`src/hdl/bbp_fifo.sv`:
```
// Small first-in first-out queue of flip-flops with an occupancy count.
// Depends on nothing; used for the command queue and the result queue.
module bbp_fifo #(
  parameter int WIDTH = 8,
  parameter int DEPTH = 4
) (
  input  logic                       clk,
  input  logic                       rst_n,
  input  logic                       push,
  input  logic [WIDTH-1:0]           wdata,
  output logic                       full,
  input  logic                       pop,
  output logic [WIDTH-1:0]           rdata,
  output logic                       empty,
  output logic [$clog2(DEPTH+1)-1:0] count
);

  localparam int AW = (DEPTH > 1) ? $clog2(DEPTH) : 1;
  localparam int CW = $clog2(DEPTH+1);

  logic [WIDTH-1:0] mem [DEPTH];
  logic [AW-1:0]    wr_ptr_r, wr_ptr_nxt;
  logic [AW-1:0]    rd_ptr_r, rd_ptr_nxt;
  logic [CW-1:0]    cnt_r, cnt_nxt;
  logic             do_push, do_pop;

  assign full    = (cnt_r == CW'(DEPTH));
  assign empty   = (cnt_r == '0);
  assign count   = cnt_r;
  assign rdata   = mem[rd_ptr_r];
  assign do_push = push && !full;
  assign do_pop  = pop && !empty;

  always_comb begin
    wr_ptr_nxt = wr_ptr_r;
    rd_ptr_nxt = rd_ptr_r;
    cnt_nxt    = cnt_r;
    if (do_push) begin
      wr_ptr_nxt = (wr_ptr_r == AW'(DEPTH-1)) ? '0 : wr_ptr_r + AW'(1);
    end
    if (do_pop) begin
      rd_ptr_nxt = (rd_ptr_r == AW'(DEPTH-1)) ? '0 : rd_ptr_r + AW'(1);
    end
    if (do_push && !do_pop) begin
      cnt_nxt = cnt_r + CW'(1);
    end else if (do_pop && !do_push) begin
      cnt_nxt = cnt_r - CW'(1);
    end
  end

  always_ff @(posedge clk) begin
    if (!rst_n) begin
      wr_ptr_r <= '0;
      rd_ptr_r <= '0;
      cnt_r    <= '0;
    end else begin
      wr_ptr_r <= wr_ptr_nxt;
      rd_ptr_r <= rd_ptr_nxt;
      cnt_r    <= cnt_nxt;
    end
  end

  always_ff @(posedge clk) begin
    if (do_push) begin
      mem[wr_ptr_r] <= wdata;
    end
  end

endmodule

```
`config.mk`:
```
export PLATFORM = sky130hd
export DESIGN_NAME = bbp_fifo
export DESIGN_NICKNAME = d
export VERILOG_FILES = /design/src/hdl/bbp_fifo.sv
export SDC_FILE = /design/constraint.sdc
export NUM_CORES = 1
export LEC_CHECK = 0
export ABC_AREA = 1
export BUFFER_PORTS_ARGS = -buffer_cell sky130_fd_sc_hd__buf_2
export CORE_AREA = 3 3 57 65
export CTS_BUF_LIST = sky130_fd_sc_hd__clkbuf_4 sky130_fd_sc_hd__clkbuf_8 sky130_fd_sc_hd__clkbuf_16
export CTS_CLUSTER_DIAMETER = 100
export DETAILED_ROUTE_END_ITERATION = 8
export DIE_AREA = 0 0 60 68
export PLACE_DENSITY = 0.78
export SETUP_SLACK_MARGIN = 0.2
export SLEW_MARGIN = 20
export SYNTH_ARGS = -nofsm -noshare
export SYNTH_HDL_FRONTEND = slang
export SYNTH_SLANG_ARGS = --single-unit
```
`constraint.sdc`:
```
create_clock -name clk -period 1.9 [get_ports clk]
set_input_delay 0.38 -clock clk [delete_from_list [all_inputs] [get_ports clk]]
set_output_delay 0.38 -clock clk [all_outputs]
set_load 0.02 [all_outputs]
```
Word level (Yosys, flattened, before mapping):

Memories as Yosys holds them, arrays and structs flattened. A register that Yosys moved wholly into a read port is not among the register bits.
Cells that the tools add are included.

* $add $sub $neg: 4
* eq/ne operators: 3
* muxes and demuxes: 8
* reductions and logical operators: 10

Operator list (number)
* two-way mux 2 bit: 4
* two-way mux 3 bit: 2
* adder 2 x 1 -> 2 bit (second input constant): 2
* equality test 2 bit (second input constant): 2
* logical AND 1 bit: 4
* zero test 1 bit: 4
* adder 3 x 1 -> 3 bit (second input constant): 1
* equality test 3 bit (second input constant): 1
* zero test 3 bit: 1
* subtractor 3 x 1 -> 3 bit (second input constant): 1
* two-way mux 1 bit: 2
* nonzero test 2 bit: 1

* bits in registers: 7
* RAM bits: 32
* input bits: 12
* logic and storage cells: 29
* memories: 1

Memory list
* mem: words 4, width 8, read ports 1, clocked after memory_dff 1, wr ports 1, line 21 `logic [WIDTH-1:0] mem [DEPTH];`

Depth between registers and ports, before layout:

* word-level depth: 7
* gate-level depth with buffers: 13
* gate-level depth less buffers: 13

Least setup slack after synthesis:

Ideal clock, no wire load.

* path kind: register to register
* start: register cnt_r[1], in the netlist count[1]
* end: register cnt_r[2], in the netlist count[2]
* library setup time: 0.110 ns
* arrival: 1.709 ns
* setup slack: 0.082 ns
* stages on the path, launching flop included: 14
* period minus slack after synthesis: 1.818 ns
* path through: dfxtp_1 -> nor2_1 -> nand2_1 -> nand2_2 -> inv_1 -> ha_1 -> inv_1 -> fa_1 -> inv_1 -> nand2_1 -> nand3_1 -> nand2_1 -> inv_1 -> nor2_1

* longest elaborated chain between the ends: 6

Ends and longest elaborated chain
* start, declared: line 24 `logic [CW-1:0] cnt_r, cnt_nxt;`
* start signal, assigned: line 59 `cnt_r <= cnt_nxt;`
* equality test 3 bit *: line 27 `assign full = (cnt_r == CW'(DEPTH));`
* zero test 1 bit *: line 31 `assign do_push = push && !full;`
* logical AND 1 bit *: line 31
* net do_push: line 25 `logic do_push, do_pop;`
* zero test 1 bit: line 46 `end else if (do_pop && !do_push) begin`
* logical AND 1 bit: line 46
* nonzero test 2 bit (no source line)

The timed path passes the listed nets; every way through them passes the cells marked *. The select of a mux whose other input is x is not followed.
A chain may end at the register's enable or synchronous reset.

==> impl_metrics.toml <==
[run_status]
status = "finished clean"

[place]
port_buffers = 24
hpwl_um = 2180
gp_routability_congestion = 0.813

[sta]
slew-limit-headroom_pct = 87.3
setup_tns_ns = 0
report.final.setup_viol = 0
hold_violations = 0
worstMarginPinSlew_ns = 0.189
fin_crit_ns = 1.71
drv_slew = 0
hold_ws_ns = 0.250
fin_crit_sh_pct = 89.8
max_freq_mhz = 586
fin_skew_ns = 0.00622
rsz0062_at_grt = "true"

[critical_path]
critical_path.endpoint = "rdata[4]"
crit_fanout = 8
rrSetupSlack_ns = 0.26
slowest_delay_ns = 0.44
r2r-end = "count[1]$_SDFFE_PN0P_"
worstReg2RegStart = "count[1]$_SDFFE_PN0P_"
start_kind = "flop"
worstSetupPathType = "flop to output pin"
critPathCaptureType = "output pin"
crit_required_ns = 1.52
worst-endpoint-arrival_ns = 1.33
cp_cell_sequence = "buf_6, o21ai_2, o22ai_1, buf_4"
ff2ff_path_depth = 9
cp_slowest_cell = "dfxtp_4"

[synth]
syn_nets = 167
syn-cell-area_um2 = 1690
synth.yosys.warnings = 0
synth_area_per_cell_um2 = 11.4
synth-seq-cells = 41
synth_cell_types = 18
ys_seq_area_share_pct = 67.4
synthCells = 148

[clocking]
cts.sinks = 41
hold_buffers = 0
htree_levels = 2
clkLatencyLatePin_ns = 0.34
clk_pin_slew_worst_paths_ns = 0.12
cts_buffer_depth = 2
cts_made_buffers = 5
ctsRootBufferMaster = "clkbuf_4"
cts_tree = "done"

[finish]
num_antenna_cells = 0
fill_cells = 214
area_growth_pct = 25.4
drive_gt1_share_pct = 35.9
final_net_count = 210

[floorplan]
chipWidth_um = 60
io_pins = 25
die_height_um = 68
num_rows = 21
die_area_um2 = 4080
initial_utilization_pct = 55.5
core_um2 = 3050

[grt]
first_global_vias = 1177
gr-total-overflow = 0
grt_pass1_wl_um = 5110
grt_usage_pct = 18.0
antenna_found_initial = 0
grt_max_degree = 17

[hold_path]
hp-class = "input pin to flop"

[power]
ir_drop_uv = 1190
leakage_nw = 0.880
powerDensity_nw_per_um2 = 1460

[detailed_routing]
drt_iter0_markers = 28
routed_wl_um = 3210
viasPerCell = 5.29
via_count = 1195
drcViolationCount = 0
dr.pass1.iters = 4
ant_nets = 0
wl_per_cell_um = 14.2

[flow_run]
cap_violations = 0
[power by group]
part | leakage [nW] | total, mW | switching [mW] | internal, mW
clock | 0.0427 | 0.530 | 0.270 | 0.260
sequential | 0.371 | 1.25 | 0.116 | 1.14
combinational | 0.467 | 1.31 | 0.761 | 0.546
total | 0.880 | 3.09 | 1.15 | 1.94
[state kept, by name, indices dropped and copies added (netlist names), named ones only]
signal / flops
count: 3
mem: 32
rd_ptr_r: 2
wr_ptr_r: 2
[cells by family after synthesis]
logic type | after synthesis | share of synthesized area [%]
flops | 41 | 67.4
compound gates | 28 | 9.53
simple gates | 51 | 11.9
fa+ha+maj | 7 | 5.62
buf+inv | 21 | 5.54
[stage by stage]
step,power (mW),setup WS (ns),util (%),instances,instance area (um^2)
6_report,3.09,0.194,69.6,226,2120
5_1_grt,3.30,0.124,69.6,226,2120
4_1_cts,3.00,0.174,67.6,222,2060
3_5_place_dp,2.29,0.111,61.8,209,1880
3_3_place_gp,2.23,0.228,61.8,209,1880
2_1_floorplan,1.97,0.224,-,148,1710
[critical path: cells and delay by family (launching register included)]
family	cells	cell delay [ns]
buffers and inverters	2	0.33
DFF	1	0.44
AOI/OAI and AO/OA	2	0.21
[layout make-up]
type,instances,area (um^2),area share (%)
flip-flops and latches,41,1160,54.5
multi-input cells,86,502,23.6
repair buffers,38,255,12.0
inverters,19,81.3,3.83
clock buffers,7,76.3,3.60
well taps,34,42.5,2.00
clock inverters,1,7.51,0.354
[worst min path at each step]
stage	slack (ns)	depth (start not counted)	to	startpoint
6_report	0.25	1	mem[2][2]$_DFFE_PP_	wdata[2]
5_1_grt	0.22	1	mem[3][3]$_DFFE_PP_	wdata[3]
4_1_cts	0.22	1	mem[0][3]$_DFFE_PP_	wdata[3]
3_5_place_dp	0.50	2	count[0]$_SDFFE_PN0P_	count[0]$_SDFFE_PN0P_
3_3_place_gp	0.49	2	count[0]$_SDFFE_PN0P_	count[0]$_SDFFE_PN0P_
2_1_floorplan	0.48	0	mem[0][0]$_DFFE_PP_	wdata[0]
[synthesized netlist by cell type]
master / instances / area, um^2
ha_1: 6 / 75.1
edfxtp_1: 32 / 961
nand3_1: 1 / 5.00
o22ai_1: 8 / 50.1
inv_2: 1 / 3.75
o21ai_2: 3 / 26.3
nand3b_1: 1 / 7.51
dfxtp_1: 9 / 180
nand4_1: 1 / 6.26
nand2_2: 1 / 6.26
o21ai_1: 1 / 5.00
buf_6: 2 / 22.5
fa_1: 1 / 20.0
a21oi_1: 2 / 10.0
inv_1: 18 / 67.6
nand2_1: 14 / 52.6
o21ai_0: 14 / 70.1
nor2_1: 33 / 124
[what timing repair did]
| item | in CTS | in global routing |
|---|---|---|
| endpoints found under the hold margin | 0 | 0 |
| endpoints found under the setup margin | 10 | 11 |
| gates resized for setup | 26 | 13 |
| setup buffers | 5 | 4 |
| pin swaps | 9 | 11 |
[layout by cell type (no fill, tap or decap), types with 2 or more instances in the layout]
master / count
a21oi_1: 2
buf_2: 15
buf_4: 21
buf_6: 2
clkbuf_4: 5
dfxtp_1: 4
dfxtp_4: 4
edfxtp_1: 32
ha_1: 5
inv_1: 16
nand2_1: 11
nand2_2: 3
nor2_1: 32
o21ai_0: 7
o21ai_1: 3
o21ai_2: 8
o22ai_1: 8
[routing by layer]
layer	track usage [%]	vias to the layer above	wire length, um
met3	7.17	7	166
li1	-	590	-
met1	16.8	571	1160
met5	0	-	0
met2	33.2	27	1830
met4	8.59	0	46
No activity file was read; power rests on OpenSTA's default activity.
