**src/hdl/bbp_pkg.sv**
```systemverilog
// Shared types, constants and helpers of the block byte permuter.
// No dependencies; used by bbp_front, bbp_back and block_byte_permuter.
package bbp_pkg;

  localparam int LANE_BYTES    = 8;
  localparam int BLOCK_BYTES   = 256;
  localparam int NWORDS        = BLOCK_BYTES / LANE_BYTES;
  localparam int CMD_DEPTH_DEF = 4;
  localparam int OUT_DEPTH_DEF = 4;

  localparam logic [1:0] OP_LOAD  = 2'd0;
  localparam logic [1:0] OP_STORE = 2'd1;
  localparam logic [1:0] OP_BLOCK = 2'd2;
  localparam logic [1:0] OP_TAIL  = 2'd3;

  typedef struct packed {
    logic        kind;
    logic [7:0]  table_index;
    logic [7:0]  table_value;
    logic [63:0] data_word;
    logic [3:0]  byte_count;
    logic        last;
  } bbp_in_t;

  typedef struct packed {
    logic [63:0] out_word;
    logic [3:0]  out_bytes;
    logic        last_of_run;
    logic        end_of_stream;
  } bbp_out_t;

  typedef struct packed {
    logic [1:0]  op;
    logic [7:0]  tidx;
    logic [7:0]  tval;
    logic [4:0]  waddr;
    logic [63:0] wdata;
    logic [7:0]  be;
    logic [7:0]  fill;
    logic        last;
  } bbp_cmd_t;

  function automatic logic [7:0] byte_mask(input logic [3:0] n);
    logic [7:0] m;
    for (int i = 0; i < LANE_BYTES; i++) begin
      m[i] = (4'(i) < n);
    end
    return m;
  endfunction

  function automatic logic [63:0] expand_mask(input logic [7:0] be);
    logic [63:0] m;
    for (int i = 0; i < LANE_BYTES; i++) begin
      m[8*i +: 8] = {8{be[i]}};
    end
    return m;
  endfunction

endpackage

```
**src/hdl/bbp_front.sv**
```systemverilog
// Front end: accepts input items, tracks the block fill level and turns
// each item into one command. Depends on bbp_pkg.
module bbp_front (
  input  logic               clk,
  input  logic               rst_n,
  input  logic               in_push,
  input  bbp_pkg::bbp_in_t   in_data,
  input  logic               cmd_full,
  output logic               cmd_push,
  output bbp_pkg::bbp_cmd_t  cmd
);
  import bbp_pkg::*;

  logic [7:0] fill_r, fill_nxt;
  logic [3:0] cnt_eff;
  logic [8:0] new_fill;
  logic [7:0] be;

  assign cmd_push = in_push && !cmd_full;

  always_comb begin
    if (!in_data.last || in_data.byte_count > 4'(LANE_BYTES)) begin
      cnt_eff = 4'(LANE_BYTES);
    end else begin
      cnt_eff = in_data.byte_count;
    end
    new_fill = {1'b0, fill_r} + 9'(cnt_eff);
    be       = byte_mask(cnt_eff);

    cmd.tidx  = in_data.table_index;
    cmd.tval  = in_data.table_value;
    cmd.waddr = fill_r[7:3];
    cmd.wdata = in_data.data_word & expand_mask(be);
    cmd.be    = be;
    cmd.fill  = new_fill[7:0];
    cmd.last  = in_data.last;

    fill_nxt = fill_r;
    if (!in_data.kind) begin
      cmd.op = OP_LOAD;
    end else if (new_fill[8]) begin
      cmd.op   = OP_BLOCK;
      fill_nxt = '0;
    end else if (in_data.last) begin
      cmd.op   = OP_TAIL;
      fill_nxt = '0;
    end else begin
      cmd.op   = OP_STORE;
      fill_nxt = new_fill[7:0];
    end
  end

  always_ff @(posedge clk) begin
    if (!rst_n) begin
      fill_r <= '0;
    end else if (cmd_push) begin
      fill_r <= fill_nxt;
    end
  end

endmodule

```
**config.mk**
```make
export PLATFORM = sky130hd
export DESIGN_NAME = bbp_front
export DESIGN_NICKNAME = d
export VERILOG_FILES = /design/src/hdl/bbp_pkg.sv /design/src/hdl/bbp_front.sv
export SDC_FILE = /design/constraint.sdc
export NUM_CORES = 1
export LEC_CHECK = 0
export BUFFER_PORTS_ARGS = -buffer_cell sky130_fd_sc_hd__buf_2
export CAP_MARGIN = 20
export CORE_AREA = 2 2 76 78
export CTS_CLUSTER_DIAMETER = 50
export DETAILED_ROUTE_END_ITERATION = 16
export DIE_AREA = 0 0 78 80
export GPL_TIMING_DRIVEN = 0
export PLACE_DENSITY = 0.8
export REMOVE_ABC_BUFFERS = 1
export SYNTH_ARGS = -nofsm -noshare
export SYNTH_HDL_FRONTEND = slang
export SYNTH_SLANG_ARGS = --single-unit
```
**constraint.sdc**
```tcl
create_clock -name clk -period 2.6 [get_ports clk]
set_input_delay 0.39 -clock clk [delete_from_list [all_inputs] [get_ports clk]]
set_output_delay 0.39 -clock clk [all_outputs]
set_load 0.1 [all_outputs]
```
==> Yosys cells after proc, flatten, opt, wreduce, memory -nomap -nowiden <==
Index checks and enable logic that the tools add are counted.
{ "totals": {"reg_bits": 8, "inputBits": 90, "out_inout_bits": 105, "elab_cells": 23} }
{ "op_classes": {"n_addsub": 1, "magnitude_cmp": 9, "muxes": 6, "bitwise": 1, "n_reduce_logical": 5} }
{ "ops": {"columns": ["operator", "n"], "rows": [
  ["AND 64 bit", 1],
  ["< comparator 3 x 4 -> 1 bit (first input constant)", 4],
  ["2-to-1 mux 8 bit", 2],
  ["adder 8 x 4 -> 9 bit", 1],
  ["< comparator 1 x 4 -> 1 bit (first input constant)", 2],
  ["< comparator 2 x 4 -> 1 bit (first input constant)", 2],
  ["2-to-1 mux 2 bit", 3],
  ["greater-than comparator 4 bit (second input constant)", 1],
  ["2-to-1 mux 4 bit", 1],
  ["logical NOT 1 bit", 2],
  ["AND reduction 2 bit", 1],
  ["logical AND 1 bit", 1],
  ["logical OR 1 bit", 1]
]} }

==> Depth between registers and ports, before layout <==
Gate-level depths: netlist of the first run.
{ "depth": {"depth_word": 6, "ltp_mapped": 11} }

==> Worst setup path before layout of the first run <==
No wires, ideal clock.
{ "synth_timing": {"path_type": "input to output", "start": "input port in_data[0] (netlist bit)", "end": "output port cmd[102] (netlist bit)", "t_arrival_ns": 4.182, "required_time_ns": 2.210, "slack_ns": -1.972, "cell_stages": 9, "n_path_buf": 3, "path_cell_list": "buf_6 and2b_1 buf_6 inv_6 buf_2 ha_1 nor2_1 a2111oi_2 a21boi_0"} }
{ "synth_lines": {"columns": ["element", "line", "rtl"], "rows": [
  ["from (decl)", "bbp_front.sv:7", "input bbp_pkg::bbp_in_t in_data,"],
  ["to (decl)", "bbp_front.sv:10", "output bbp_pkg::bbp_cmd_t cmd"]
]} }

==> results of run 1 <==
[metal layers]
layer	wire [microns]	part of all wire	GRT usage	up-vias
met5	83	0.014	0.0909	-
met4	61	0.010	0.0526	4
met3	856	0.15	0.105	9
met2	2880	0.49	0.309	116
met1	2000	0.34	0.161	821
li1	-	-	-	928
[through the flow]
step                       util  worst slack, ns  total power (W)
after floorplan               -            -1.63         0.000778
after global placement    0.384           -0.797         0.000924
after detailed placement  0.384           -0.783         0.000927
after CTS                 0.444          -0.0960          0.00112
after global routing      0.453           -0.132          0.00115
final                     0.453          -0.0441          0.00112
[cell usage after synthesis (3+ instances only)]
library cell  instances
and2_1               52
buf_4                22
nor2b_1              18
nand2_1              15
a21oi_1              14
dfxtp_1               8
nor2_1                7
nand3_1               5
o21ai_0               5
buf_2                 4
clkbuf_1              4
inv_1                 4
xnor2_1               4
ha_1                  3
or4_1                 3
[how the worst min path moves through the flow]
stage | start | to | slack [ns] | cells past startpoint
after floorplan | fill_r[0] | fill_r[0] | 0.44 | 2
after global placement | fill_r[0] | fill_r[0] | 0.44 | 2
after detailed placement | fill_r[0] | fill_r[0] | 0.45 | 2
after CTS | rst_n | fill_r[7] | 0.42 | 2
after global routing | rst_n | fill_r[7] | 0.45 | 2
final | rst_n | fill_r[7] | 0.43 | 2
[logic make-up after synthesis]
kind of cell / count (synthesis) / share of synthesized area
flip-flops: 8 / 0.115
XOR/XNOR: 4 / 0.0251
AO/OA/AOI/OAI: 34 / 0.189
buffers and inverters: 37 / 0.177
AND/OR/NAND/NOR: 111 / 0.461
adder cells (fa/ha/maj): 4 / 0.0341
[where the power goes]
| part | switching, W | internal, W |
|---|---|---|
| clock | 0.0000581 | 0.000101 |
| sequential | 0.00000116 | 0.000124 |
| combinational | 0.000677 | 0.000157 |
[timing repair]
action / CTS / global route
resized for setup: 47 / 9
buffers inserted: 10 / 3
pin swaps: 7 / 5
endpoints found under the setup margin: 29 / 17
hold endpoints to repair: 0 / 0
[area by class of cell]
cell class | instances | area share
inverter | 5 | 0.00970
multi-input combinational | 153 | 0.460
clock buffer | 3 | 0.0169
sequential | 8 | 0.0654
tap | 72 | 0.0368
timing repair buffer | 173 | 0.411
==> qor.txt, run 1 <==
Biggest register - fill_r
Max Cap Violations - 0
Worst path max stage delay - 0.38 ns
Syn. warnings - 0
Worst reg2reg endpoint - fill_r[7]
Total gr overflow - 0
CP dominant cell by count - buf_6
Max Slew Vio Count - 0
Hold WC Path Type - in2reg
First-pass GRT wire length - 8.38 mm
Most common cell after layout, fill and taps aside - buf_2
Area contributors post-synth - and2_1 23%, buf_4 12%, dfxtp_1 11%, nor2b_1 8.1%, a21oi_1 5.0%
I/O pin total - 195
Seq/Total Area, Yosys - 0.115
Post-DP HPWL - 4.62 mm
Critical-path cell list - buf_6 -> and2b_4 -> buf_12 -> nand2_4 -> xnor2_2 -> ha_2 -> a21oi_4 -> a2111oi_4 -> a21oi_2 -> nor2b_1 -> buf_6
Worst EP arrival - 2.25 ns
Worst reg2reg path depth - 10
Clk slew on worst S/H paths - 0.04 ns
CTS tree - done
Setup TNS - -0.119 ns
Largest regs - fill_r (8)
Synth area leader - and2_1
Cell family with most CP delay - compound AO/OA/AOI/OAI gates
Gate Count Post-Synth - 198
Post-Route WL - 5.88 mm
PwrDens - 456 nW/um^2
Vias in the first global route - 1715
Fin cells - 414
Residual DRC - 0
CP required - 2.21 ns
Die height - 80 microns
Final hold vios - 0
GRT Total Usage - 0.174
Clk sinks - 8
DRT iter0 DRCs - 62
H-tree lvl count - 1
Critical path depth in cells - 11
Core area - 5410 sq um
Most frequent cells in the layout - 152 x buf_2, 50 x and2_1, 18 x nor2b_1
Top-area cell type share of the netlist area - 0.233
Number of library cell types mapped by synthesis - 40
Max Freq - 0.378 GHz
Final Instance Area - 2450 sq um
Largest net degree at the start of global routing - 15
Worst hold margin - 0.431 ns
Syn-to-layout area delta - 75.4%
FF/Latch Area - 160 sq um
Port bufs - 162
Antenna viol nets, final - 0
Final setup viols - 5
FP Rows - 27
Avg Synthesized Cell Area - 7.05 sq um
Post-DR wirelength/cell - 14.2 microns
LEAKAGE - 1.22 nW
Final Worst Setup Slack - -0.0441 ns
Outcome - complete, but fails checks
Root buf cell - clkbuf_8
CP endpoint - cmd[103]
Max IR drop VDD - 0.327 mV
Critical path peak fanout - 4
Worst Tran Pin Value - 0.507 ns
CP startpoint - in_data[4]
Initial antenna violation count - 1
Synthesized area - 1400 sq um
Number of instances in the placed design - 400
Clock Latency Late Sink - 0.24 ns
Share of cells above drive strength 1 - 0.591
FF-to-FF setup slack - 0.23 ns
Initial core utilization - 0.258
Die area - 6240 sq um
CP bufs+invs - 3
Element type at the critical path end - output pin
Largest register FFs - 8
Nets@finish - 437
Pre-Repair DR Iteration Count - 4
Final period utilization - 1.02
Failing checks - negative setup slack
CTS max path bufs - 2
Die X - 78 microns
Via density - 4.54
CTS Buf Count - 3
Area of the multi-input gates - 1130 sq um
RePlAce Congestion - 0.825
EDFF count, synth - 0
Final min period - 2.64 ns
Seq cells post-synth - 8
Startpoint types - primary input
Critical-path top delay cell - a2111oi_4
Vias - 1878
RSZ-0062 raised after global routing - true
DP Area - 2070 sq um
Share of flip-flops with an asynchronous set or reset - 0
R2R Path Start - fill_r[1]
Fin Clk Skew - 0.00262 ns
Post-synth top flop - dfxtp_1
ANT cells - 0
WS Path Type - in2out
CTS Hold Bufs - 0
# fillers - 533
Worst slew margin - 0.664
No activity file was read; power rests on OpenSTA's default activity.
==> inputs of run 2 (changes only) <==
--- a/config.mk
+++ b/config.mk
@@ -10,4 +10,5 @@
 export CORE_AREA = 2 2 76 78
 export CTS_CLUSTER_DIAMETER = 50
+export CTS_CLUSTER_SIZE = 8
 export DETAILED_ROUTE_END_ITERATION = 16
 export DIE_AREA = 0 0 78 80
==> constraint.sdc (replaced) <==
create_clock -name clk -period 2.6 [get_ports clk]
set_input_delay 0.13 -clock clk [delete_from_list [all_inputs] [get_ports clk]]
set_output_delay 0.13 -clock clk [all_outputs]
set_load 0.1 [all_outputs]
==> run 2 against run 1 <==
  * The run now ends clean
  * Hold slack got worse by 0.27 ns
  * Cell count decreased by 2.7%
  * Critical path depth decreased by 1
  * Register-to-register slack improved by 0.24 ns
  * Clock-buffer cell count unchanged
  * Global-route usage decreased by 1.6 points
==> qor.txt, run 2 (synthesized netlist as in run 1, its figures left out) <==
CP bufs+invs - 2 (was 3)
WS Path Type - in2out (unchanged)
DP Area - 2070 sq um (unchanged)
H-tree lvl count - 1 (unchanged)
Worst EP arrival - 2.35 ns (was 2.25 ns)
Switching share of power - 0.668 (was 0.658)
Met3 Routed Length - 879 microns (was 856 microns)
Comb pwr share - 0.740 (was 0.746)
Most frequent cells in the layout - 156 x buf_2, 52 x and2_1, 18 x nor2b_1 (was 152 x buf_2, 50 x and2_1, 18 x nor2b_1)
Cell family with most CP delay - simple AND/OR/NAND/NOR gates (was compound AO/OA/AOI/OAI gates)
Biggest register - fill_r (unchanged)
Worst slew margin - 0.613 (was 0.664)
# fillers - 565 (was 533)
Vias - 1832 (was 1878)
Die X - 78 microns (unchanged)
Max IR drop VDD - 0.320 mV (was 0.327 mV)
Worst path max stage delay - 0.32 ns (was 0.38 ns)
Critical-path cell list - buf_2 -> and2b_4 -> and2_1 -> ha_1 -> ha_1 -> a21oi_1 -> nor2_1 -> o21a_1 -> or2_2 -> buf_2 (was buf_6 -> and2b_4 -> buf_12 -> nand2_4 -> xnor2_2 -> ha_2 -> a21oi_4 -> a2111oi_4 -> a21oi_2 -> nor2b_1 -> buf_6)
Largest net degree at the start of global routing - 15 (unchanged)
CTS Buf Count - 3 (unchanged)
Vias in the first global route - 1565 (was 1715)
GRT Total Usage - 0.158 (was 0.174)
DRT met1 WL - 1.94 mm (was 2.00 mm)
Outcome - completed (was complete, but fails checks)
Nets@finish - 426 (was 437)
Clock Latency Late Sink - 0.24 ns (about the same)
Critical path peak fanout - 11 (was 4)
PwrDens - 503 nW/um^2 (was 456 nW/um^2)
Initial antenna violation count - 1 (unchanged)
Port bufs - 162 (unchanged)
Syn-to-layout area delta - 54.5% (was 75.4%)
Top sig layer - met5 (unchanged)
RePlAce Congestion - 0.825 (unchanged)
Pre-Repair DR Iteration Count - 4 (unchanged)
Clock power frac - 0.145 (was 0.142)
DRT iter0 DRCs - 54 (was 62)
CTS tree - done (unchanged)
Max Freq - 0.403 GHz (was 0.378 GHz)
Internal power - 0.000360 W (was 0.000382 W)
Power, Total - 0.00108 W (was 0.00112 W)
Final setup viols - 0 (was 5)
Worst Tran Pin Value - 0.579 ns (was 0.507 ns)
Critical-path top delay cell - a21oi_1 (was a2111oi_4)
Final period utilization - 0.955 (was 1.02)
Most common cell after layout, fill and taps aside - buf_2 (unchanged)
Reg power frac - 0.115 (was 0.112)
Worst hold margin - 0.164 ns (was 0.431 ns)
Post-DR wirelength/cell - 13.6 microns (was 14.2 microns)
CP required - 2.47 ns (was 2.21 ns)
Clk sinks - 8 (unchanged)
Largest register FFs - 8 (unchanged)
First-pass GRT wire length - 7.65 mm (was 8.38 mm)
Max Cap Violations - 0 (unchanged)
Die height - 80 microns (unchanged)
Initial core utilization - 0.258 (unchanged)
Antenna viol nets, final - 0 (unchanged)
Post-DP HPWL - 4.62 mm (unchanged)
Final min period - 2.48 ns (was 2.64 ns)
Die area - 6240 sq um (unchanged)
Largest regs - fill_r (8) (unchanged)
Max Slew Vio Count - 0 (unchanged)
Hold WC Path Type - in2reg (unchanged)
Element type at the critical path end - output pin (unchanged)
Startpoint types - primary input (unchanged)
CTS Hold Bufs - 0 (unchanged)
RSZ-0062 raised after global routing - false (was true)
Root buf cell - clkbuf_8 (unchanged)
CTS max path bufs - 2 (unchanged)
ANT cells - 0 (unchanged)
Post-Route WL - 5.49 mm (was 5.88 mm)
Share of cells above drive strength 1 - 0.532 (was 0.591)
Via density - 4.55 (was 4.54)
P_sw - 0.000725 W (was 0.000736 W)
Fin Clk Skew - 0.00190 ns (was 0.00262 ns)
Residual DRC - 0 (unchanged)
Core area - 5410 sq um (unchanged)
I/O pin total - 195 (unchanged)
FP Rows - 27 (unchanged)
Met2 Wirelength - 2.53 mm (was 2.88 mm)
Clk slew on worst S/H paths - 0.04 ns (about the same)
Final Instance Area - 2160 sq um (was 2450 sq um)
Final hold vios - 0 (unchanged)
Total gr overflow - 0 (unchanged)
LEAKAGE - 1.12 nW (was 1.22 nW)
## run 2: final cells by class
type | count | area (sq um) | area share
clock buffer | 3 | 41.3 | 0.0191
tap | 72 | 90.1 | 0.0418
multi-input combinational | 153 | 1010 | 0.468
sequential | 8 | 160 | 0.0742
inverter | 5 | 23.8 | 0.0110
timing repair buffer | 162 | 833 | 0.386
## run 2: worst paths after layout
check,depth (start not counted),to,from,slack (ns)
worst max-delay path,10,cmd[3],in_data[0],0.12
worst min register to register,2,fill_r[0],fill_r[0],0.46
worst min-delay path,2,fill_r[7],rst_n,0.16
worst max register to register,7,fill_r[6],fill_r[1],0.47
## run 2: what timing repair did
action,4_1_cts,5_1_grt
setup buffers,0,0
resized for setup,7,6
setup endpoints to repair,6,5
## run 2: through the flow
| stage | setup TNS [ns] | std cells | setup slack, ns | utilization |
|---|---|---|---|---|
| after global routing | 0 | 403 | 0.0298 | 0.399 |
| after floorplan | -12.95 | 166 | -1.37 | - |
| after CTS | 0 | 403 | 0.00197 | 0.395 |
| after detailed placement | -0.875 | 400 | -0.263 | 0.384 |
| final | 0 | 403 | 0.118 | 0.399 |
| after global placement | -0.800 | 400 | -0.277 | 0.384 |
## run 2: layer usage
metal | up-vias | track usage
li1 | 904 | -
met3 | 9 | 0.105
met1 | 795 | 0.153
met5 | - | 0.0909
met2 | 120 | 0.263
met4 | 4 | 0.0509
## run 2: power by group through the flow
| stage | Combinational (W) | Clock, W | Sequential (W) |
|---|---|---|---|
| after detailed placement | 0.000801 | 0 | 0.000127 |
| after CTS | 0.000803 | 0.000161 | 0.000125 |
| after global routing | 0.000828 | 0.000165 | 0.000125 |
| final | 0.000803 | 0.000157 | 0.000125 |
| after floorplan | 0.000648 | 0 | 0.000130 |
| after global placement | 0.000797 | 0 | 0.000127 |
